==> config.mk <==
export PLATFORM = sky130hd
export DESIGN_NAME = piecewise_linear_tone_curve_unit
export DESIGN_NICKNAME = d
export VERILOG_FILES = /design/src/plt_pkg.sv /design/src/plt_front.sv /design/src/plt_back.sv /design/src/piecewise_linear_tone_curve_unit.sv
export SDC_FILE = /design/constraint.sdc
export NUM_CORES = 1
export LEC_CHECK = 0
export BUFFER_PORTS_ARGS = -buffer_cell sky130_fd_sc_hd__buf_2
export CAP_MARGIN = 40
export CELL_PAD_IN_SITES_DETAIL_PLACEMENT = 1
export CELL_PAD_IN_SITES_GLOBAL_PLACEMENT = 2
export CORE_MARGIN = 3
export CORE_UTILIZATION = 48
export DETAILED_ROUTE_END_ITERATION = 6
export GPL_TIMING_DRIVEN = 0
export HOLD_SLACK_MARGIN = 0.1
export PLACE_DENSITY_LB_ADDON = 0.1
export SYNTH_ARGS = -nofsm -noshare
export SYNTH_HDL_FRONTEND = slang
export SYNTH_SLANG_ARGS = --single-unit
==> constraint.sdc <==
create_clock -name clock -period 10.5 [get_ports clock]
set_input_delay 2.625 -clock clock [delete_from_list [all_inputs] [get_ports clock]]
set_output_delay 2.625 -clock clock [all_outputs]
set_load 0.01 [all_outputs]
==> src/plt_pkg.sv <==
`timescale 1ns / 1ps
// ----------------------------------------------------------------------------
// plt_pkg: shared types and constants of the tone curve unit
// Level and status widths, command codes, the front-to-back command type.
// ----------------------------------------------------------------------------
package plt_pkg;

   localparam int LEVEL_W     = 9;
   localparam int STATUS_W    = 2;
   localparam int FULL_SCALE  = 256;
   localparam int PROD_W      = 2 * LEVEL_W;
   localparam int DIV_STEPS   = PROD_W / 2;
   localparam int DCNT_W      = $clog2(DIV_STEPS);
   localparam int QUEUE_DEPTH = 2;
   localparam int QPTR_W      = 1;
   localparam int QCNT_W      = 2;

   localparam logic [STATUS_W-1:0] STATUS_OK             = 2'd0;
   localparam logic [STATUS_W-1:0] STATUS_FULL           = 2'd1;
   localparam logic [STATUS_W-1:0] STATUS_NOT_INCREASING = 2'd2;

   typedef logic [1:0] op_type;
   localparam op_type OP_QUERY       = 2'd0;
   localparam op_type OP_LOAD_FIRST  = 2'd1;
   localparam op_type OP_LOAD_APPEND = 2'd2;

   typedef struct packed {
      op_type             op;
      logic [LEVEL_W-1:0] level;
      logic [LEVEL_W-1:0] pout;
   } cmd_type;

endpackage

==> src/plt_front.sv <==
`timescale 1ns / 1ps
// ----------------------------------------------------------------------------
// plt_front: intake and command queue
// Accepts items, classifies them into commands and holds them in a short
// queue until the back end takes them.
// ----------------------------------------------------------------------------
module plt_front import plt_pkg::*; (
   input  logic               clock,
   input  logic               reset,
   input  logic               req_push,
   output logic               req_full,
   input  logic               req_kind,
   input  logic               req_first_point,
   input  logic [LEVEL_W-1:0] req_level_in,
   input  logic [LEVEL_W-1:0] req_point_out,
   output logic               cmd_valid,
   output cmd_type            cmd,
   input  logic               cmd_pop
);

   cmd_type            q_ff [QUEUE_DEPTH];
   logic [QPTR_W-1:0]  wr_ptr_ff, wr_ptr_in;
   logic [QPTR_W-1:0]  rd_ptr_ff, rd_ptr_in;
   logic [QCNT_W-1:0]  cnt_ff, cnt_in;
   logic               push_ok;
   logic               pop_ok;
   cmd_type            new_cmd;

   always_comb begin
      new_cmd.level = req_level_in;
      new_cmd.pout  = req_point_out;
      if (req_kind) begin
         new_cmd.op = OP_QUERY;
      end else if (req_first_point) begin
         new_cmd.op = OP_LOAD_FIRST;
      end else begin
         new_cmd.op = OP_LOAD_APPEND;
      end
   end

   assign req_full  = (cnt_ff == QCNT_W'(QUEUE_DEPTH));
   assign cmd_valid = (cnt_ff != '0);
   assign cmd       = q_ff[rd_ptr_ff];
   assign push_ok   = req_push && !req_full;
   assign pop_ok    = cmd_pop && cmd_valid;

   always_comb begin
      wr_ptr_in = push_ok ? wr_ptr_ff + 1'b1 : wr_ptr_ff;
      rd_ptr_in = pop_ok  ? rd_ptr_ff + 1'b1 : rd_ptr_ff;
      cnt_in    = cnt_ff;
      if (push_ok && !pop_ok) begin
         cnt_in = cnt_ff + 1'b1;
      end else if (pop_ok && !push_ok) begin
         cnt_in = cnt_ff - 1'b1;
      end
   end

   always_ff @(posedge clock) begin
      if (reset) begin
         wr_ptr_ff <= '0;
         rd_ptr_ff <= '0;
         cnt_ff    <= '0;
      end else begin
         wr_ptr_ff <= wr_ptr_in;
         rd_ptr_ff <= rd_ptr_in;
         cnt_ff    <= cnt_in;
      end
   end

   always_ff @(posedge clock) begin
      if (push_ok) begin
         q_ff[wr_ptr_ff] <= new_cmd;
      end
   end

endmodule

==> src/plt_back.sv <==
`timescale 1ns / 1ps
// ----------------------------------------------------------------------------
// plt_back: point store, segment search and interpolation
// Executes loads against the point memory; for queries scans the points,
// multiplies and runs a two-bit-per-cycle restoring divide.
// ----------------------------------------------------------------------------
module plt_back import plt_pkg::*; #(
   parameter int MAX_POINTS = 16
) (
   input  logic                clock,
   input  logic                reset,
   input  logic                cmd_valid,
   input  cmd_type             cmd,
   output logic                cmd_pop,
   output logic                rsp_empty,
   input  logic                rsp_pop,
   output logic [LEVEL_W-1:0]  rsp_mapped_level,
   output logic [STATUS_W-1:0] rsp_status
);

   localparam int CNT_W = $clog2(MAX_POINTS + 1);
   localparam int IDX_W = $clog2(MAX_POINTS);

   localparam logic [2:0] ST_INIT0 = 3'd0;
   localparam logic [2:0] ST_INIT1 = 3'd1;
   localparam logic [2:0] ST_IDLE  = 3'd2;
   localparam logic [2:0] ST_SCAN  = 3'd3;
   localparam logic [2:0] ST_MUL   = 3'd4;
   localparam logic [2:0] ST_DIV   = 3'd5;
   localparam logic [2:0] ST_FIN   = 3'd6;

   logic [PROD_W-1:0]   mem [MAX_POINTS];
   logic [PROD_W-1:0]   mem_rd_ff;
   logic                mem_we;
   logic [IDX_W-1:0]    mem_wa;
   logic [PROD_W-1:0]   mem_wd;
   logic [IDX_W-1:0]    mem_ra;

   logic [2:0]          state_ff, state_in;
   logic [CNT_W-1:0]    count_ff, count_in;
   logic [LEVEL_W-1:0]  last_in_ff, last_in_in;
   logic [LEVEL_W-1:0]  x_ff, x_in;
   logic [IDX_W-1:0]    idx_ff, idx_in;
   logic [LEVEL_W-1:0]  prev_in_ff, prev_in_in;
   logic [LEVEL_W-1:0]  prev_out_ff, prev_out_in;
   logic [LEVEL_W-1:0]  dx_ff, dx_in;
   logic [LEVEL_W-1:0]  den_ff, den_in;
   logic [LEVEL_W-1:0]  dy_mag_ff, dy_mag_in;
   logic                dy_neg_ff, dy_neg_in;
   logic [PROD_W-1:0]   dvd_ff, dvd_in;
   logic [PROD_W-1:0]   quo_ff, quo_in;
   logic [LEVEL_W-1:0]  rem_ff, rem_in;
   logic [DCNT_W-1:0]   dcnt_ff, dcnt_in;
   logic                out_valid_ff, out_valid_in;
   logic [LEVEL_W-1:0]  out_level_ff, out_level_in;
   logic [STATUS_W-1:0] out_status_ff, out_status_in;

   logic [LEVEL_W-1:0]  rd_in;
   logic [LEVEL_W-1:0]  rd_out;
   logic [CNT_W-1:0]    idx_next;
   logic                is_last;
   logic                start;
   logic [LEVEL_W:0]    r1, r2;
   logic [LEVEL_W-1:0]  rem_a;
   logic                qa, qb;
   logic [LEVEL_W-1:0]  q_mag;

   assign rd_in     = mem_rd_ff[PROD_W-1:LEVEL_W];
   assign rd_out    = mem_rd_ff[LEVEL_W-1:0];
   assign idx_next  = CNT_W'(idx_ff) + 1'b1;
   assign is_last   = (CNT_W'(idx_ff) == count_ff - 1'b1);
   assign start     = (state_ff == ST_IDLE) && cmd_valid && (!out_valid_ff || rsp_pop);
   assign cmd_pop   = start;
   assign q_mag     = quo_ff[LEVEL_W-1:0];

   assign rsp_empty        = !out_valid_ff;
   assign rsp_mapped_level = out_level_ff;
   assign rsp_status       = out_status_ff;

   // two restoring steps per cycle
   always_comb begin
      r1    = {rem_ff, dvd_ff[PROD_W-1]};
      qa    = (r1 >= {1'b0, den_ff});
      rem_a = qa ? LEVEL_W'(r1 - {1'b0, den_ff}) : r1[LEVEL_W-1:0];
      r2    = {rem_a, dvd_ff[PROD_W-2]};
      qb    = (r2 >= {1'b0, den_ff});
   end

   always_comb begin
      state_in      = state_ff;
      count_in      = count_ff;
      last_in_in    = last_in_ff;
      x_in          = x_ff;
      idx_in        = idx_ff;
      prev_in_in    = prev_in_ff;
      prev_out_in   = prev_out_ff;
      dx_in         = dx_ff;
      den_in        = den_ff;
      dy_mag_in     = dy_mag_ff;
      dy_neg_in     = dy_neg_ff;
      dvd_in        = dvd_ff;
      quo_in        = quo_ff;
      rem_in        = rem_ff;
      dcnt_in       = dcnt_ff;
      out_valid_in  = out_valid_ff && !rsp_pop;
      out_level_in  = out_level_ff;
      out_status_in = out_status_ff;
      mem_we        = 1'b0;
      mem_wa        = '0;
      mem_wd        = '0;
      mem_ra        = '0;

      case (state_ff)
         ST_INIT0: begin
            mem_we   = 1'b1;
            mem_wa   = '0;
            mem_wd   = '0;
            state_in = ST_INIT1;
         end
         ST_INIT1: begin
            mem_we   = 1'b1;
            mem_wa   = IDX_W'(1);
            mem_wd   = {LEVEL_W'(FULL_SCALE), LEVEL_W'(FULL_SCALE)};
            state_in = ST_IDLE;
         end
         ST_IDLE: begin
            if (start) begin
               case (cmd.op)
                  OP_QUERY: begin
                     x_in     = cmd.level;
                     idx_in   = '0;
                     mem_ra   = '0;
                     state_in = ST_SCAN;
                  end
                  OP_LOAD_FIRST: begin
                     mem_we        = 1'b1;
                     mem_wa        = '0;
                     mem_wd        = {cmd.level, cmd.pout};
                     count_in      = CNT_W'(1);
                     last_in_in    = cmd.level;
                     out_valid_in  = 1'b1;
                     out_level_in  = '0;
                     out_status_in = STATUS_OK;
                  end
                  default: begin
                     out_valid_in = 1'b1;
                     out_level_in = '0;
                     if (count_ff >= CNT_W'(MAX_POINTS)) begin
                        out_status_in = STATUS_FULL;
                     end else if (cmd.level <= last_in_ff) begin
                        out_status_in = STATUS_NOT_INCREASING;
                     end else begin
                        mem_we        = 1'b1;
                        mem_wa        = count_ff[IDX_W-1:0];
                        mem_wd        = {cmd.level, cmd.pout};
                        count_in      = count_ff + 1'b1;
                        last_in_in    = cmd.level;
                        out_status_in = STATUS_OK;
                     end
                  end
               endcase
            end
         end
         ST_SCAN: begin
            mem_ra = (idx_next < CNT_W'(MAX_POINTS)) ? idx_next[IDX_W-1:0] : idx_ff;
            if (x_ff < rd_in) begin
               if (idx_ff == '0) begin
                  out_valid_in  = 1'b1;
                  out_level_in  = rd_out;
                  out_status_in = STATUS_OK;
                  state_in      = ST_IDLE;
               end else begin
                  dx_in     = x_ff - prev_in_ff;
                  den_in    = rd_in - prev_in_ff;
                  dy_neg_in = (rd_out < prev_out_ff);
                  dy_mag_in = (rd_out < prev_out_ff) ? prev_out_ff - rd_out
                                                     : rd_out - prev_out_ff;
                  state_in  = ST_MUL;
               end
            end else if (is_last) begin
               out_valid_in  = 1'b1;
               out_level_in  = rd_out;
               out_status_in = STATUS_OK;
               state_in      = ST_IDLE;
            end else begin
               prev_in_in  = rd_in;
               prev_out_in = rd_out;
               idx_in      = idx_next[IDX_W-1:0];
            end
         end
         ST_MUL: begin
            dvd_in   = dx_ff * dy_mag_ff;
            quo_in   = '0;
            rem_in   = '0;
            dcnt_in  = '0;
            state_in = ST_DIV;
         end
         ST_DIV: begin
            rem_in  = qb ? LEVEL_W'(r2 - {1'b0, den_ff}) : r2[LEVEL_W-1:0];
            quo_in  = {quo_ff[PROD_W-3:0], qa, qb};
            dvd_in  = {dvd_ff[PROD_W-3:0], 2'b00};
            dcnt_in = dcnt_ff + 1'b1;
            if (dcnt_ff == DCNT_W'(DIV_STEPS - 1)) begin
               state_in = ST_FIN;
            end
         end
         ST_FIN: begin
            out_valid_in  = 1'b1;
            out_level_in  = dy_neg_ff ? prev_out_ff - q_mag : prev_out_ff + q_mag;
            out_status_in = STATUS_OK;
            state_in      = ST_IDLE;
         end
         default: begin
            state_in = ST_IDLE;
         end
      endcase
   end

   always_ff @(posedge clock) begin
      if (reset) begin
         state_ff     <= ST_INIT0;
         count_ff     <= CNT_W'(2);
         last_in_ff   <= LEVEL_W'(FULL_SCALE);
         out_valid_ff <= 1'b0;
      end else begin
         state_ff     <= state_in;
         count_ff     <= count_in;
         last_in_ff   <= last_in_in;
         out_valid_ff <= out_valid_in;
      end
   end

   always_ff @(posedge clock) begin
      x_ff          <= x_in;
      idx_ff        <= idx_in;
      prev_in_ff    <= prev_in_in;
      prev_out_ff   <= prev_out_in;
      dx_ff         <= dx_in;
      den_ff        <= den_in;
      dy_mag_ff     <= dy_mag_in;
      dy_neg_ff     <= dy_neg_in;
      dvd_ff        <= dvd_in;
      quo_ff        <= quo_in;
      rem_ff        <= rem_in;
      dcnt_ff       <= dcnt_in;
      out_level_ff  <= out_level_in;
      out_status_ff <= out_status_in;
   end

   always_ff @(posedge clock) begin
      if (mem_we) begin
         mem[mem_wa] <= mem_wd;
      end
      mem_rd_ff <= mem[mem_ra];
   end

endmodule

==> src/piecewise_linear_tone_curve_unit.sv <==
`timescale 1ns / 1ps
// ----------------------------------------------------------------------------
// piecewise_linear_tone_curve_unit: tone curve over stored control points
// Request side is a queue: item taken when req_push is high and req_full low.
// kind 0 loads a control point (first_point restarts the list), kind 1 maps
// req_level_in through the polyline. Response side is a queue: the oldest
// item sits on rsp_* while rsp_empty is low and leaves on rsp_pop.
// Every item gives exactly one response item, in order.
// A two-entry command queue sits in front of the executor, and a response
// register behind it, so intake continues while a response waits.
// Loads are done in the idle state. A query scans the point memory one entry
// per cycle, then multiplies, then divides at two quotient bits per divide
// step and finishes. End-of-curve results leave straight from the scan.
// Reset loads the identity curve, writing the two points in ST_INIT0 and
// ST_INIT1; items queue up meanwhile. A stalled response stalls the
// executor; the queue then fills and raises req_full.
// ----------------------------------------------------------------------------
module piecewise_linear_tone_curve_unit import plt_pkg::*; #(
   parameter int MAX_POINTS = 16
) (
   input  logic                clock,
   input  logic                reset,
   input  logic                req_push,
   output logic                req_full,
   input  logic                req_kind,
   input  logic                req_first_point,
   input  logic [LEVEL_W-1:0]  req_level_in,
   input  logic [LEVEL_W-1:0]  req_point_out,
   output logic                rsp_empty,
   input  logic                rsp_pop,
   output logic [LEVEL_W-1:0]  rsp_mapped_level,
   output logic [STATUS_W-1:0] rsp_status
);

   logic    cmd_valid;
   logic    cmd_pop;
   cmd_type cmd;

   plt_front u_front (
      .clock           (clock),
      .reset           (reset),
      .req_push        (req_push),
      .req_full        (req_full),
      .req_kind        (req_kind),
      .req_first_point (req_first_point),
      .req_level_in    (req_level_in),
      .req_point_out   (req_point_out),
      .cmd_valid       (cmd_valid),
      .cmd             (cmd),
      .cmd_pop         (cmd_pop)
   );

   plt_back #(
      .MAX_POINTS (MAX_POINTS)
   ) u_back (
      .clock            (clock),
      .reset            (reset),
      .cmd_valid        (cmd_valid),
      .cmd              (cmd),
      .cmd_pop          (cmd_pop),
      .rsp_empty        (rsp_empty),
      .rsp_pop          (rsp_pop),
      .rsp_mapped_level (rsp_mapped_level),
      .rsp_status       (rsp_status)
   );

   a_rsp_after_reset: assert property (@(posedge clock) reset |=> rsp_empty)
      else $error("response present right after reset");

   a_load_level_zero: assert property (@(posedge clock) disable iff (reset)
      (!rsp_empty && rsp_status != STATUS_OK) |-> rsp_mapped_level == '0)
      else $error("dropped load carries a nonzero level");

   a_status_code: assert property (@(posedge clock) disable iff (reset)
      !rsp_empty |-> (rsp_status == STATUS_OK || rsp_status == STATUS_FULL ||
                      rsp_status == STATUS_NOT_INCREASING))
      else $error("undefined status code");

   a_pop_needs_cmd: assert property (@(posedge clock) disable iff (reset)
      cmd_pop |-> cmd_valid)
      else $error("executor took a command from an empty queue");

endmodule
==> impl_metrics.csv <==
group,metric,value,unit
status,status,"completed",
routing,routed_wirelength,63400,um
worst_hold_path,hold_class,"flop to flop",
setup_path,endpoint_kind,"flop",
clock_tree,cts_tree,"done",
setup_path,cp.required,10.81,ns
sta,tns,0,ns
clock_tree,clk_latency,0.59,ns
cells_and_area,regArea,14000,um^2
synth,yosys_warnings,0,
synth,ys_seq_elements,479,
synth,synth_edf_count,438,
flow_run,drv_cap,0,
setup_path,cpLargestDelayFamily,"adder cells",
clock_tree,cts_resized,0,
pwr,power_leakage,10.4,nW
synth,synth_fp_nets,2108,
floorplan,start_util,48.7,%
floorplan,core_area,49200,um^2
grt,grt.overflow.total,0,
setup_path,cp_slowest_cell,"fa_1",
floorplan,die_x,229,um
setup_path,crit_arrival,5.52,ns
routing,drc,0,
floorplan,fp-row-count,81,
floorplan,die_y,229,um
clock_tree,cts_buffers,50,
synth,netlist_area,23900,um^2
routing,via_per_inst,5.61,
cells_and_area,filler_cell_count,4983,
sta,skew,0.0120,ns
clock_tree,cts.sinks,479,
setup_path,cp_common_cell,"fa_1",
placement,place_hpwl,46800,um
synth,ys_seq_area_share,58.4,%
cells_and_area,antenna_cells,0,
synth,yosysUniqueCellTypes,81,
synth,synth_flop_cell,"edfxtp_1",
clock_tree,cts-root-buf,"clkbuf_16",
sta,rsz0062_at_grt,"false",
floorplan,fp.dieArea,52600,um^2
synth,yosys.area.top_type,"edfxtp_1",
routing,dr_total_vias,15401,
grt,grt_max_degree,29,
sta,max_slew_margin,39.7,%
setup_path,critPathLaunchType,"flop",
sta,min_period_over_period,49.6,%
placement,portBuffers,35,
sta,final_hold_viol_count,0,
sta,worst_slew_pin_slew,0.901,ns
pwr,p_per_area,248,nW/um^2
placement,gp_congestion,0.789,
sta,max_freq,192,MHz
synth,synthCells,1905,
sta,setup_viol,0,
grt,antenna_found_initial,3,
setup_path,critPathMaxFanout,9,
setup_path,crit_type,"flop to flop",
clock_tree,cts_buffer_depth,3,
grt,grt_pass1_vias,16889,
synth,synthArstFlopShare,0,%
setup_path,critPathMaxStageDelay,0.55,ns
sta,fin_crit,5.20,ns
synth,synth.avg_cell_area,12.6,um^2
clock_tree,post_cts_buffers,0,
routing,dr.pass1.iters,6,
grt,grt_util_all_layers,24.4,%
cells_and_area,syn2layout_area_growth,13.9,%
cells_and_area,multi_input_area,9100,um^2
sta,slew_violations,0,
clock_tree,hold_buffers,0,
routing,wire_per_inst,23.1,um
cells_and_area,drive_above_1_share,12.4,%
synth,yosysTopAreaCellShare,54.9,%
setup_path,path_buf_inv,4,
synth,synthTopCellsByArea,"edfxtp_1 (55%), ha_1 (6.4%), fa_1 (4.8%), nand2_1 (3.7%), dfxtp_1 (3.4%)",
floorplan,ios,37,
cells_and_area,final_nets,2244,
routing,drt_iter0_drc,1052,
cells_and_area,fin_area,27300,um^2
clock_tree,clk_pin_slew,0.07,ns
setup_path,crit_path_cell_trace,"clkbuf_1, nand2_1, fa_1, inv_1, fa_1, inv_1, fa_1, fa_1, inv_1, ha_1, o21a_1, a211oi_1, o21bai_1, a221oi_1, a21oi_1, xnor2_1, o21ai_0",
routing,ant_nets,0,
clock_tree,h-tree-depth,2,
grt,grt_pass1_wl,98600,um
placement,placed_area,25500,um^2
pwr,peakVddDrop,162,uV
## sequential cells by signal, indices dropped and copies added, names as in the netlist, named ones only
name,count
u_back.dvd_ff,18
u_back.quo_ff,9
u_front.cnt_ff,2
u_back.den_ff,9
u_back.rsp_mapped_level,9
u_back.dy_neg_ff,1
u_back.prev_out_ff,9
u_back.x_ff,9
u_back.dy_mag_ff,9
u_back.mem,288
u_back.out_valid_ff,1
u_back.count_ff,5
u_back.prev_in_ff,9
u_front.q_ff,40
u_back.dcnt_ff,4
u_front.rd_ptr_ff,1
u_back.dx_ff,9
u_back.rsp_status,2
u_back.mem_rd_ff,18
u_back.last_in_ff,9
u_back.rem_ff,9
u_front.wr_ptr_ff,1
u_back.idx_ff,4
u_back.state_ff,3
## worst paths after layout
| path | start | slack, ns | cells past startpoint | endpoint |
|---|---|---|---|---|
| min | u_back.mem_rd_ff[17] | 0.48 | 0 | u_back.prev_in_ff[8] |
| max | u_back.dy_mag_ff[2] | 5.30 | 17 | u_back.dvd_ff[17] |
| min reg2reg | u_back.mem_rd_ff[17] | 0.48 | 0 | u_back.prev_in_ff[8] |
| max reg2reg | u_back.dy_mag_ff[2] | 5.30 | 17 | u_back.dvd_ff[17] |
## Yosys cell counts, types with 10 or more instances
cell      number
xor2_1        35
nor3_1        27
o21ai_1       28
a32oi_1       19
clkbuf_1      42
o21ai_0       44
o21a_1        10
nand2_1      234
fa_1          57
a21oi_1       56
buf_2         14
nand4_1       24
nor2b_1       22
dfxtp_1       41
a211oi_1      12
mux2i_1       30
inv_1        166
and2_1        55
mux4_2        36
xnor2_1       37
and3_1        11
nor2_1       107
a21o_1        16
nand3_1       87
ha_1         122
edfxtp_1     438
nand2b_1      17
## metal layers
metal / share of wire (%) / up-vias / GRT usage, %
met5: 0 / - / 0
met4: 3.6 / 0 / 8.90
met3: 3.6 / 119 / 3.05
met2: 51 / 332 / 43.7
met1: 42 / 7839 / 30.6
li1: - / 7111 / -
## logic make-up after synthesis
| group | after synthesis | synth area share, % |
|---|---|---|
| buf+inv | 236 | 3.90 |
| fa+ha+maj | 179 | 11.1 |
| compound gates | 253 | 7.00 |
| flops | 479 | 58.4 |
| simple gates | 614 | 12.0 |
| mux | 71 | 4.88 |
| xor+xnor | 73 | 2.70 |
## where the power goes
part           internal [W]  switching [W]  total, W
combinational      0.000934        0.00141   0.00235
clock               0.00112       0.000770   0.00189
sequential          0.00241       0.000112   0.00253
total               0.00447        0.00230   0.00676
## cell type report
| cell class | instances | share of cell area, % |
|---|---|---|
| clock inverters | 34 | 1.50 |
| multi-input cells | 1190 | 33.4 |
| inverters | 168 | 2.31 |
| well taps | 664 | 3.05 |
| plain buffers | 68 | 1.11 |
| clock buffers | 58 | 4.93 |
| flip-flops and latches | 479 | 51.2 |
| repair buffers | 84 | 2.52 |
## cells in the final DEF, fill, tap and decap left out, types with 11 or more instances in the layout
| master | instances |
|---|---|
| edfxtp_1 | 438 |
| nand2_1 | 234 |
| inv_1 | 166 |
| ha_1 | 122 |
| nor2_1 | 99 |
| nand3_1 | 87 |
| fa_1 | 57 |
| and2_1 | 55 |
| a21oi_1 | 55 |
| clkbuf_16 | 53 |
| buf_2 | 49 |
| clkbuf_1 | 46 |
| o21ai_0 | 43 |
| dfxtp_1 | 41 |
| xnor2_1 | 37 |
| mux4_2 | 36 |
| xor2_1 | 35 |
| buf_4 | 33 |
| mux2i_1 | 30 |
| o21ai_1 | 29 |
| nand4_1 | 24 |
| nor2b_1 | 22 |
| nor3_1 | 19 |
| a32oi_1 | 19 |
| nand2b_1 | 17 |
| a21o_1 | 16 |
| a211oi_1 | 12 |
| and3_1 | 11 |
## metrics by stage
stage | std cells | util, % | hold slack, ns | setup WS, ns | total power, W
finish | 2745 | 55.5 | 0.482 | 5.30 | 0.00676
global route | 2745 | 55.5 | 0.490 | 4.87 | 0.00720
global placement | 2604 | 50.8 | 0.448 | 3.61 | 0.00482
detailed placement | 2653 | 51.9 | 0.464 | 5.12 | 0.00492
floorplan | 1905 | - | 0.425 | 5.38 | 0.00419
CTS | 2745 | 55.5 | 0.472 | 5.20 | 0.00684
(Power assumes the default switching activity.)
